<file path="src/rtl/dboc_pkg.sv">
// shared types and constants for the dual beam occupancy counter
`timescale 1ns / 1ps
`default_nettype none

package dboc_pkg;

  localparam int RANGE_W = 12;
  localparam int SUM_W   = 16;
  localparam int WIN_W   = 4;
  localparam int OCC_W   = 11;
  localparam int LIMIT_W = 10;
  localparam int CFG_W   = 12;
  localparam int IDX_W   = 1;

  localparam int CAL_SAMPLES = 10;
  localparam int CAL_HALF    = CAL_SAMPLES / 2;
  localparam int CAL_SHIFT   = 21;
  localparam int RECIP_W     = 22;
  localparam int CAL_RECIP   = (2 ** CAL_SHIFT + CAL_SAMPLES - 1) / CAL_SAMPLES;
  localparam int NUM_W       = SUM_W + 1;
  localparam int PROD_W      = NUM_W + RECIP_W;

  localparam logic [IDX_W-1:0] REG_OCC_LIMIT   = IDX_W'(0);
  localparam logic [IDX_W-1:0] REG_RANGE_LIMIT = IDX_W'(1);

  localparam logic [LIMIT_W-1:0] OCC_LIMIT_RST   = LIMIT_W'(10);
  localparam logic [RANGE_W-1:0] RANGE_LIMIT_RST = RANGE_W'(2000);

  localparam logic signed [OCC_W-1:0] OCC_MAX = 11'sd1023;
  localparam logic signed [OCC_W-1:0] OCC_MIN = -OCC_MAX - 11'sd1;

  typedef struct packed {
    logic [RANGE_W-1:0] range_a_mm;
    logic               range_a_ok;
    logic [RANGE_W-1:0] range_b_mm;
    logic               range_b_ok;
  } reading_t;

  typedef struct packed {
    logic active;
    logic restart;
  } cal_status_t;

  typedef struct packed {
    logic signed [OCC_W-1:0] occupancy;
    logic                    entered_pulse;
    logic                    left_pulse;
    logic                    full_flag;
  } count_result_t;

  typedef struct packed {
    logic signed [OCC_W-1:0] occupancy;
    logic                    entered_pulse;
    logic                    left_pulse;
    logic                    full_flag;
    logic                    calibrating_flag;
    logic                    calibration_restart;
  } result_t;

endpackage

`default_nettype wire

</file>
<file path="src/rtl/dual_beam_occupancy_counter_unit.sv">
// top level of the dual beam occupancy counter
`timescale 1ns / 1ps
`default_nettype none

// Takes one word of two range readings per cycle while the output is free or being read,
// and returns one result word for each. A word is registered on acceptance, processed in one
// pass through the calibration and counting logic, and held in the output register until read;
// a new word is accepted while the previous one moves on. After reset the first good words
// average into per-sensor baselines; any invalid or out-of-range reading restarts that window.
// The user writes configuration only while idle; the block itself does not enforce this.
module dual_beam_occupancy_counter_unit (
  input  wire logic                                clk,
  input  wire logic                                rst,
  input  wire logic                                cfg_we,
  input  wire logic [dboc_pkg::IDX_W-1:0]          cfg_index,
  input  wire logic [dboc_pkg::CFG_W-1:0]          cfg_data,
  input  wire logic                                item_valid,
  output logic                                     item_ready,
  input  wire logic [dboc_pkg::RANGE_W-1:0]        range_a_mm,
  input  wire logic                                range_a_ok,
  input  wire logic [dboc_pkg::RANGE_W-1:0]        range_b_mm,
  input  wire logic                                range_b_ok,
  output logic                                     result_valid,
  input  wire logic                                result_ready,
  output logic signed [dboc_pkg::OCC_W-1:0]        occupancy,
  output logic                                     entered_pulse,
  output logic                                     left_pulse,
  output logic                                     full_flag,
  output logic                                     calibrating_flag,
  output logic                                     calibration_restart
);

  logic [dboc_pkg::LIMIT_W-1:0] occupancy_limit;
  logic [dboc_pkg::RANGE_W-1:0] range_limit_mm;

  logic                         in_full;
  dboc_pkg::reading_t           in_word;
  logic                         out_full;
  dboc_pkg::result_t            out_word;

  logic                         advance;
  dboc_pkg::cal_status_t        cal_status;
  dboc_pkg::count_result_t      cnt_res;
  logic [dboc_pkg::RANGE_W-1:0] baseline_a;
  logic [dboc_pkg::RANGE_W-1:0] baseline_b;
  dboc_pkg::result_t            result_next;

  always_ff @(posedge clk) begin
    if (rst) begin
      occupancy_limit <= dboc_pkg::OCC_LIMIT_RST;
      range_limit_mm  <= dboc_pkg::RANGE_LIMIT_RST;
    end else if (cfg_we) begin
      unique case (cfg_index)
        dboc_pkg::REG_OCC_LIMIT:   occupancy_limit <= cfg_data[dboc_pkg::LIMIT_W-1:0];
        dboc_pkg::REG_RANGE_LIMIT: range_limit_mm  <= cfg_data[dboc_pkg::RANGE_W-1:0];
        default: ;
      endcase
    end
  end

  assign advance    = in_full && (!out_full || result_ready);
  assign item_ready = !in_full || advance;

  always_ff @(posedge clk) begin
    if (rst) begin
      in_full <= 1'b0;
    end else if (item_valid && item_ready) begin
      in_full <= 1'b1;
    end else if (advance) begin
      in_full <= 1'b0;
    end
  end

  always_ff @(posedge clk) begin
    if (item_valid && item_ready) begin
      in_word.range_a_mm <= range_a_mm;
      in_word.range_a_ok <= range_a_ok;
      in_word.range_b_mm <= range_b_mm;
      in_word.range_b_ok <= range_b_ok;
    end
  end

  dboc_cal u_cal (
    .clk            (clk),
    .rst            (rst),
    .step           (advance),
    .rd             (in_word),
    .range_limit_mm (range_limit_mm),
    .status         (cal_status),
    .baseline_a     (baseline_a),
    .baseline_b     (baseline_b)
  );

  dboc_count u_count (
    .clk             (clk),
    .rst             (rst),
    .step            (advance),
    .enable          (!cal_status.active),
    .rd              (in_word),
    .baseline_a      (baseline_a),
    .baseline_b      (baseline_b),
    .occupancy_limit (occupancy_limit),
    .res             (cnt_res)
  );

  assign result_next.occupancy           = cnt_res.occupancy;
  assign result_next.entered_pulse       = cnt_res.entered_pulse;
  assign result_next.left_pulse          = cnt_res.left_pulse;
  assign result_next.full_flag           = cnt_res.full_flag;
  assign result_next.calibrating_flag    = cal_status.active;
  assign result_next.calibration_restart = cal_status.restart;

  always_ff @(posedge clk) begin
    if (rst) begin
      out_full <= 1'b0;
    end else if (advance) begin
      out_full <= 1'b1;
    end else if (result_ready) begin
      out_full <= 1'b0;
    end
  end

  always_ff @(posedge clk) begin
    if (advance) begin
      out_word <= result_next;
    end
  end

  assign result_valid        = out_full;
  assign occupancy           = out_word.occupancy;
  assign entered_pulse       = out_word.entered_pulse;
  assign left_pulse          = out_word.left_pulse;
  assign full_flag           = out_word.full_flag;
  assign calibrating_flag    = out_word.calibrating_flag;
  assign calibration_restart = out_word.calibration_restart;

endmodule

`default_nettype wire

</file>
<file path="src/rtl/dboc_cal.sv">
// baseline calibration: window sums and rounded averages per sensor
`timescale 1ns / 1ps
`default_nettype none

module dboc_cal (
  input  wire logic                         clk,
  input  wire logic                         rst,
  input  wire logic                         step,
  input  wire dboc_pkg::reading_t           rd,
  input  wire logic [dboc_pkg::RANGE_W-1:0] range_limit_mm,
  output dboc_pkg::cal_status_t             status,
  output logic [dboc_pkg::RANGE_W-1:0]      baseline_a,
  output logic [dboc_pkg::RANGE_W-1:0]      baseline_b
);

  logic                         in_calibration;
  logic [dboc_pkg::WIN_W-1:0]   window_count;
  logic [dboc_pkg::SUM_W-1:0]   sum_a;
  logic [dboc_pkg::SUM_W-1:0]   sum_b;

  logic                         bad;
  logic                         done;
  logic [dboc_pkg::WIN_W-1:0]   window_count_next;
  logic [dboc_pkg::SUM_W-1:0]   sum_a_next;
  logic [dboc_pkg::SUM_W-1:0]   sum_b_next;
  logic [dboc_pkg::NUM_W-1:0]   num_a;
  logic [dboc_pkg::NUM_W-1:0]   num_b;
  logic [dboc_pkg::PROD_W-1:0]  prod_a;
  logic [dboc_pkg::PROD_W-1:0]  prod_b;
  logic [dboc_pkg::RECIP_W-1:0] recip;

  assign bad = !rd.range_a_ok || !rd.range_b_ok ||
               (rd.range_a_mm > range_limit_mm) || (rd.range_b_mm > range_limit_mm);

  assign sum_a_next = sum_a + dboc_pkg::SUM_W'(rd.range_a_mm);
  assign sum_b_next = sum_b + dboc_pkg::SUM_W'(rd.range_b_mm);
  assign window_count_next = window_count + dboc_pkg::WIN_W'(1);
  assign done = !bad && (window_count_next >= dboc_pkg::WIN_W'(dboc_pkg::CAL_SAMPLES));

  // divide by the window length through a reciprocal multiply
  assign recip = dboc_pkg::RECIP_W'(dboc_pkg::CAL_RECIP);
  assign num_a = dboc_pkg::NUM_W'(sum_a_next) + dboc_pkg::NUM_W'(dboc_pkg::CAL_HALF);
  assign num_b = dboc_pkg::NUM_W'(sum_b_next) + dboc_pkg::NUM_W'(dboc_pkg::CAL_HALF);
  assign prod_a = dboc_pkg::PROD_W'(num_a) * dboc_pkg::PROD_W'(recip);
  assign prod_b = dboc_pkg::PROD_W'(num_b) * dboc_pkg::PROD_W'(recip);

  assign status.active  = in_calibration;
  assign status.restart = in_calibration && bad;

  always_ff @(posedge clk) begin
    if (rst) begin
      in_calibration <= 1'b1;
      window_count   <= '0;
      sum_a          <= '0;
      sum_b          <= '0;
      baseline_a     <= '0;
      baseline_b     <= '0;
    end else if (step && in_calibration) begin
      if (bad) begin
        window_count <= '0;
        sum_a        <= '0;
        sum_b        <= '0;
      end else if (done) begin
        window_count   <= '0;
        sum_a          <= '0;
        sum_b          <= '0;
        baseline_a     <= prod_a[dboc_pkg::CAL_SHIFT +: dboc_pkg::RANGE_W];
        baseline_b     <= prod_b[dboc_pkg::CAL_SHIFT +: dboc_pkg::RANGE_W];
        in_calibration <= 1'b0;
      end else begin
        window_count <= window_count_next;
        sum_a        <= sum_a_next;
        sum_b        <= sum_b_next;
      end
    end
  end

endmodule

`default_nettype wire

</file>
<file path="src/rtl/dboc_count.sv">
// entry and exit detection with saturating occupancy count
`timescale 1ns / 1ps
`default_nettype none

module dboc_count (
  input  wire logic                         clk,
  input  wire logic                         rst,
  input  wire logic                         step,
  input  wire logic                         enable,
  input  wire dboc_pkg::reading_t           rd,
  input  wire logic [dboc_pkg::RANGE_W-1:0] baseline_a,
  input  wire logic [dboc_pkg::RANGE_W-1:0] baseline_b,
  input  wire logic [dboc_pkg::LIMIT_W-1:0] occupancy_limit,
  output dboc_pkg::count_result_t           res
);

  localparam int DEV_W = dboc_pkg::RANGE_W + 3;

  logic                                armed_a;
  logic                                armed_b;
  logic                                entry_blocked;
  logic signed [dboc_pkg::OCC_W-1:0]   head_count;

  logic [dboc_pkg::RANGE_W-1:0]        diff_a;
  logic [dboc_pkg::RANGE_W-1:0]        diff_b;
  logic                                dev_a;
  logic                                dev_b;
  logic                                hit_a;
  logic                                hit_b;
  logic                                entered;
  logic                                left;
  logic signed [dboc_pkg::OCC_W-1:0]   limit_s;
  logic signed [dboc_pkg::OCC_W-1:0]   head_mid;
  logic signed [dboc_pkg::OCC_W-1:0]   head_count_next;
  logic                                blocked_mid;
  logic                                entry_blocked_next;
  logic                                armed_a_next;
  logic                                armed_b_next;

  assign diff_a = (rd.range_a_mm > baseline_a) ? (rd.range_a_mm - baseline_a)
                                               : (baseline_a - rd.range_a_mm);
  assign diff_b = (rd.range_b_mm > baseline_b) ? (rd.range_b_mm - baseline_b)
                                               : (baseline_b - rd.range_b_mm);

  // 5 * |d| > baseline, as d * 4 + d
  assign dev_a = rd.range_a_ok &&
                 ((DEV_W'(diff_a) << 2) + DEV_W'(diff_a) > DEV_W'(baseline_a));
  assign dev_b = rd.range_b_ok &&
                 ((DEV_W'(diff_b) << 2) + DEV_W'(diff_b) > DEV_W'(baseline_b));

  assign limit_s = $signed({1'b0, occupancy_limit});

  // sensor a first, sensor b sees what a left
  assign hit_a   = enable && dev_a && !entry_blocked;
  assign entered = hit_a && !armed_a;
  assign head_mid = (entered && (head_count != dboc_pkg::OCC_MAX))
                    ? head_count + dboc_pkg::OCC_W'(1) : head_count;
  assign blocked_mid = entry_blocked || (entered && (head_mid == limit_s));

  assign hit_b = enable && dev_b;
  assign left  = hit_b && !armed_b;
  assign entry_blocked_next = (left && (head_mid == limit_s)) ? 1'b0 : blocked_mid;
  assign head_count_next = (left && (head_mid != dboc_pkg::OCC_MIN))
                           ? head_mid - dboc_pkg::OCC_W'(1) : head_mid;

  assign armed_a_next = enable ? hit_a : armed_a;
  assign armed_b_next = enable ? hit_b : armed_b;

  assign res.occupancy     = head_count_next;
  assign res.entered_pulse = entered;
  assign res.left_pulse    = left;
  assign res.full_flag     = entry_blocked_next;

  always_ff @(posedge clk) begin
    if (rst) begin
      armed_a       <= 1'b0;
      armed_b       <= 1'b0;
      entry_blocked <= 1'b0;
      head_count    <= '0;
    end else if (step) begin
      armed_a       <= armed_a_next;
      armed_b       <= armed_b_next;
      entry_blocked <= entry_blocked_next;
      head_count    <= head_count_next;
    end
  end

endmodule

`default_nettype wire
</file>
<file path="config.mk">
export PLATFORM = sky130hd
export DESIGN_NAME = dual_beam_occupancy_counter_unit
export DESIGN_NICKNAME = d
export VERILOG_FILES = /design/src/rtl/dboc_pkg.sv /design/src/rtl/dual_beam_occupancy_counter_unit.sv /design/src/rtl/dboc_cal.sv /design/src/rtl/dboc_count.sv
export SDC_FILE = /design/constraint.sdc
export NUM_CORES = 1
export LEC_CHECK = 0
export BUFFER_PORTS_ARGS = -buffer_cell sky130_fd_sc_hd__buf_4
export CAP_MARGIN = 5
export CORE_AREA = 4 4 299 301
export CTS_BUF_LIST = sky130_fd_sc_hd__clkbuf_16
export CTS_CLUSTER_SIZE = 24
export DETAILED_ROUTE_END_ITERATION = 8
export DIE_AREA = 0 0 303 305
export PLACE_DENSITY = 0.48
export SETUP_SLACK_MARGIN = 0.2
export SYNTH_ARGS = -nofsm -noshare
export SYNTH_HDL_FRONTEND = slang
export SYNTH_HIERARCHICAL = 1
export SYNTH_SLANG_ARGS = --single-unit
</file>
<file path="constraint.sdc">
create_clock -name clk -period 21.2 [get_ports clk]
set_clock_uncertainty 0.15 [all_clocks]
set_input_delay 4.24 -clock clk [delete_from_list [all_inputs] [get_ports clk]]
set_output_delay 4.24 -clock clk [all_outputs]
set_load 0.05 [all_outputs]
</file>
==> impl_metrics.tcl <==
set metrics [dict create \
    synth.avg_cell_area_sq_um 9.07 \
    finalNonFillerCells 3577 \
    fin_crit_ns 9.83 \
    fin_area_sq_mm 0.0238 \
    hold_ws_ns 0.321 \
    fmax_ghz 0.102 \
    power_leakage_nw 11.4 \
    final_common_cell "inv_1" \
    fp.dieW_microns 303 \
    cp.arrival_ns 10.05 \
    area_delta_synth_final_pct 10.4 \
    overflow 0 \
    ir_drop_mv 0.0759 \
    yosysWarningCount 6 \
    setup_tns_ns 0 \
    worstPathRequired_ns 21.42 \
    grt_usage_pct 13.0 \
    path_clk_slew_ns 0.07 \
    synth_area_sq_mm 0.0216 \
    synth.area.top_cells "ha_1 23%, fa_1 16%, dfxtp_1 9.2%, inv_1 7.5%, edfxtp_1 5.8%" \
    finalSetupViolations 0 \
    worst_slew_pin_slew_ns 0.837 \
    port_buffers 61 \
    fin_nets 3013 \
    seq_area_frac_synth_pct 15.0 \
    synth_edf_count 42 \
    die_area_sq_mm 0.0924 \
    start_util_pct 24.9 \
    rows 108 \
    start_kind "register" \
    cts.htree.levels 4 \
    drtIter0Drc 934 \
    max_slew_margin_pct 44.0 \
    drv_cap 0 \
    antenna_found_initial 0 \
    power.switching_mw 1.31 \
    async_flop_share_pct 0 \
    io_pins 62 \
    hold_path.class "register to register" \
    p_sw_share_pct 50.6 \
    pwr-share-clk_pct 11.5 \
    cellPowerDensity_mw_per_mm2 109 \
    pwr-share-seq_pct 11.4 \
    p_int_mw 1.28 \
    netlist_instances 2376 \
    grt_max_degree 60 \
    cts_setup_buffers 0 \
    reg2reg_depth 28 \
    vias 16400 \
    numCtsBuffers 17 \
    hold_start "range_limit_mm[4]" \
    first_pass_iters 5 \
    cts_tree "yes" \
    min_period_over_period_pct 46.4 \
    synth.top_cell.area_share_pct 22.5 \
    core_sq_mm 0.0866 \
    routed_wl_microns 59600 \
    final_cell_mix "431 x inv_1, 388 x ha_1, 172 x fa_1" \
    ctsLongestPathBuffers 2 \
    synth_cell_type_count 115 \
    maxSlewViolCount 0 \
    cpMaxStageDelayCell "xor2_1" \
    placed_cell_area_sq_mm 0.0232 \
    ys_ff_latch 141 \
    rsz0062_at_grt "false" \
    final_core_util_pct 27.5 \
    hold_viol 0 \
    pwr-share-comb_pct 77.1 \
    grt_pass1_wl_microns 95300 \
    drc 0 \
    grt_pass1_vias 16700 \
    crit_start "in_word[15]" \
    cts_hold_buf 0 \
    drive_above_1_share_pct 6.90 \
    cts_root_buf "clkbuf_16" \
    cp_slowest_stage_delay_ns 0.64 \
    holdPathStages 1 \
    dp.cells 3545 \
    cts_sinks 141 \
    place.gp.congestion 0.873 \
    cp-end-kind "register" \
    synth_nets 2980 \
    chipHeight_microns 305 \
    routedWlPerCell_microns 16.7 \
    crit_type "register to register" \
    synth_ff_type "dfxtp_1" \
    status "finished clean" \
    synth_area_leader_cell "ha_1" \
    clk_latency_ns 0.46 \
    hpwl_microns 50400 \
    regToRegStartpoint "in_word[15]" \
    n_antenna_cell 0 \
    viasPerCell 4.59 \
    cp_max_fo 6 \
    cts_resized 0 \
    antenna_left 0 \
]
## final timing paths
kind / end / slack, ns
worst max-delay path: u_cal/baseline_a[11] / 11.37
worst min-delay path: range_limit_mm[4] / 0.32
worst max register to register: u_cal/baseline_a[11] / 11.37
worst min register to register: range_limit_mm[4] / 0.32
## power by group through the flow
stage / logic, mW / registers, mW / clock network [mW]
2_1_floorplan: 1.49 / 0.300 / 0
3_3_place_gp: 2.02 / 0.300 / 0
3_5_place_dp: 2.00 / 0.300 / 0
4_1_cts: 2.03 / 0.294 / 0.307
5_1_grt: 2.32 / 0.295 / 0.316
6_report: 2.00 / 0.294 / 0.297
## synthesized netlist by cell type (9+ instances only)
| cell type | number |
|---|---|
| o21a_1 | 33 |
| inv_1 | 430 |
| a22o_1 | 13 |
| a21o_1 | 52 |
| or3_1 | 16 |
| and3_1 | 25 |
| a31oi_1 | 10 |
| o21bai_1 | 18 |
| xor2_1 | 43 |
| o211ai_1 | 12 |
| a22oi_1 | 22 |
| edfxtp_1 | 42 |
| nor3_1 | 35 |
| a21oi_1 | 114 |
| clkbuf_1 | 32 |
| nor2b_1 | 18 |
| a211oi_1 | 16 |
| ha_1 | 388 |
| o21ai_0 | 62 |
| xnor2_1 | 117 |
| mux2i_1 | 31 |
| a211o_1 | 12 |
| fa_1 | 172 |
| nand2b_1 | 30 |
| nor2_1 | 134 |
| nand3b_1 | 9 |
| dfxtp_1 | 99 |
| nor4_1 | 12 |
| nand4_1 | 33 |
| or2_2 | 11 |
| and2_1 | 21 |
| nand2_1 | 71 |
| nand3_1 | 47 |
## stage by stage
step / power (mW) / setup WS, ns
global placement: 2.32 / 11.35
detailed placement: 2.30 / 11.40
floorplan: 1.79 / 12.09
CTS: 2.63 / 11.35
finish: 2.59 / 11.37
global route: 2.93 / 10.92
## area by class of cell
| cell class | instances | area [sq um] |
|---|---|---|
| Fill cell | 9241 | 62800 |
| Multi-Input combinational cell | 1750 | 16400 |
| Sequential cell | 141 | 3240 |
| Inverter | 431 | 1620 |
| Tap cell | 1155 | 1450 |
| Timing Repair Buffer | 68 | 510 |
| Clock buffer | 17 | 425 |
| Clock inverter | 15 | 125 |
## flip-flops by register name, summed over array words and instances, names as in the netlist
| register | cells |
|---|---|
| entered_pulse | 1 |
| calibration_restart | 1 |
| calibrating_flag | 1 |
| u_cal/baseline_a | 12 |
| u_cal/in_calibration | 1 |
| occupancy | 11 |
| u_cal/window_count | 4 |
| u_cal/sum_a | 16 |
| left_pulse | 1 |
| in_full | 1 |
| full_flag | 1 |
| u_cal/baseline_b | 12 |
| u_count/entry_blocked | 1 |
| range_limit_mm | 12 |
| u_count/head_count | 11 |
| occupancy_limit | 10 |
| u_count/armed_b | 1 |
| result_valid | 1 |
| in_word | 26 |
| u_count/armed_a | 1 |
| u_cal/sum_b | 16 |
## critical path, delay by kind of cell, from the launching register on
| family | cells | cell delay [ns] |
|---|---|---|
| DFF | 1 | 0.57 |
| xor gates and xnor gates | 2 | 0.92 |
| AOI/OAI and AO/OA | 10 | 2.73 |
| and+or+nand+nor | 6 | 1.79 |
| buffers and inverters | 2 | 0.11 |
| adders and majority gates | 8 | 3.47 |
## cell families after synthesis
kind of cell / Yosys count / share of synthesized area (%)
AO/OA/AOI/OAI: 472 / 15.6
XOR/XNOR: 169 / 7.30
adder cells (fa/ha/maj): 560 / 38.5
buffers and inverters: 485 / 8.77
flip-flops: 141 / 15.0
multiplexers: 39 / 1.86
AND/OR/NAND/NOR: 510 / 13.0
## per-layer routing
layer | part of all wire (%) | global-route usage, %
met5 | 0 | 0
met2 | 47 | 21.9
met3 | 2.5 | 1.09
met1 | 48 | 17.9
met4 | 2.0 | 3.15
(Power assumes the default switching activity.)
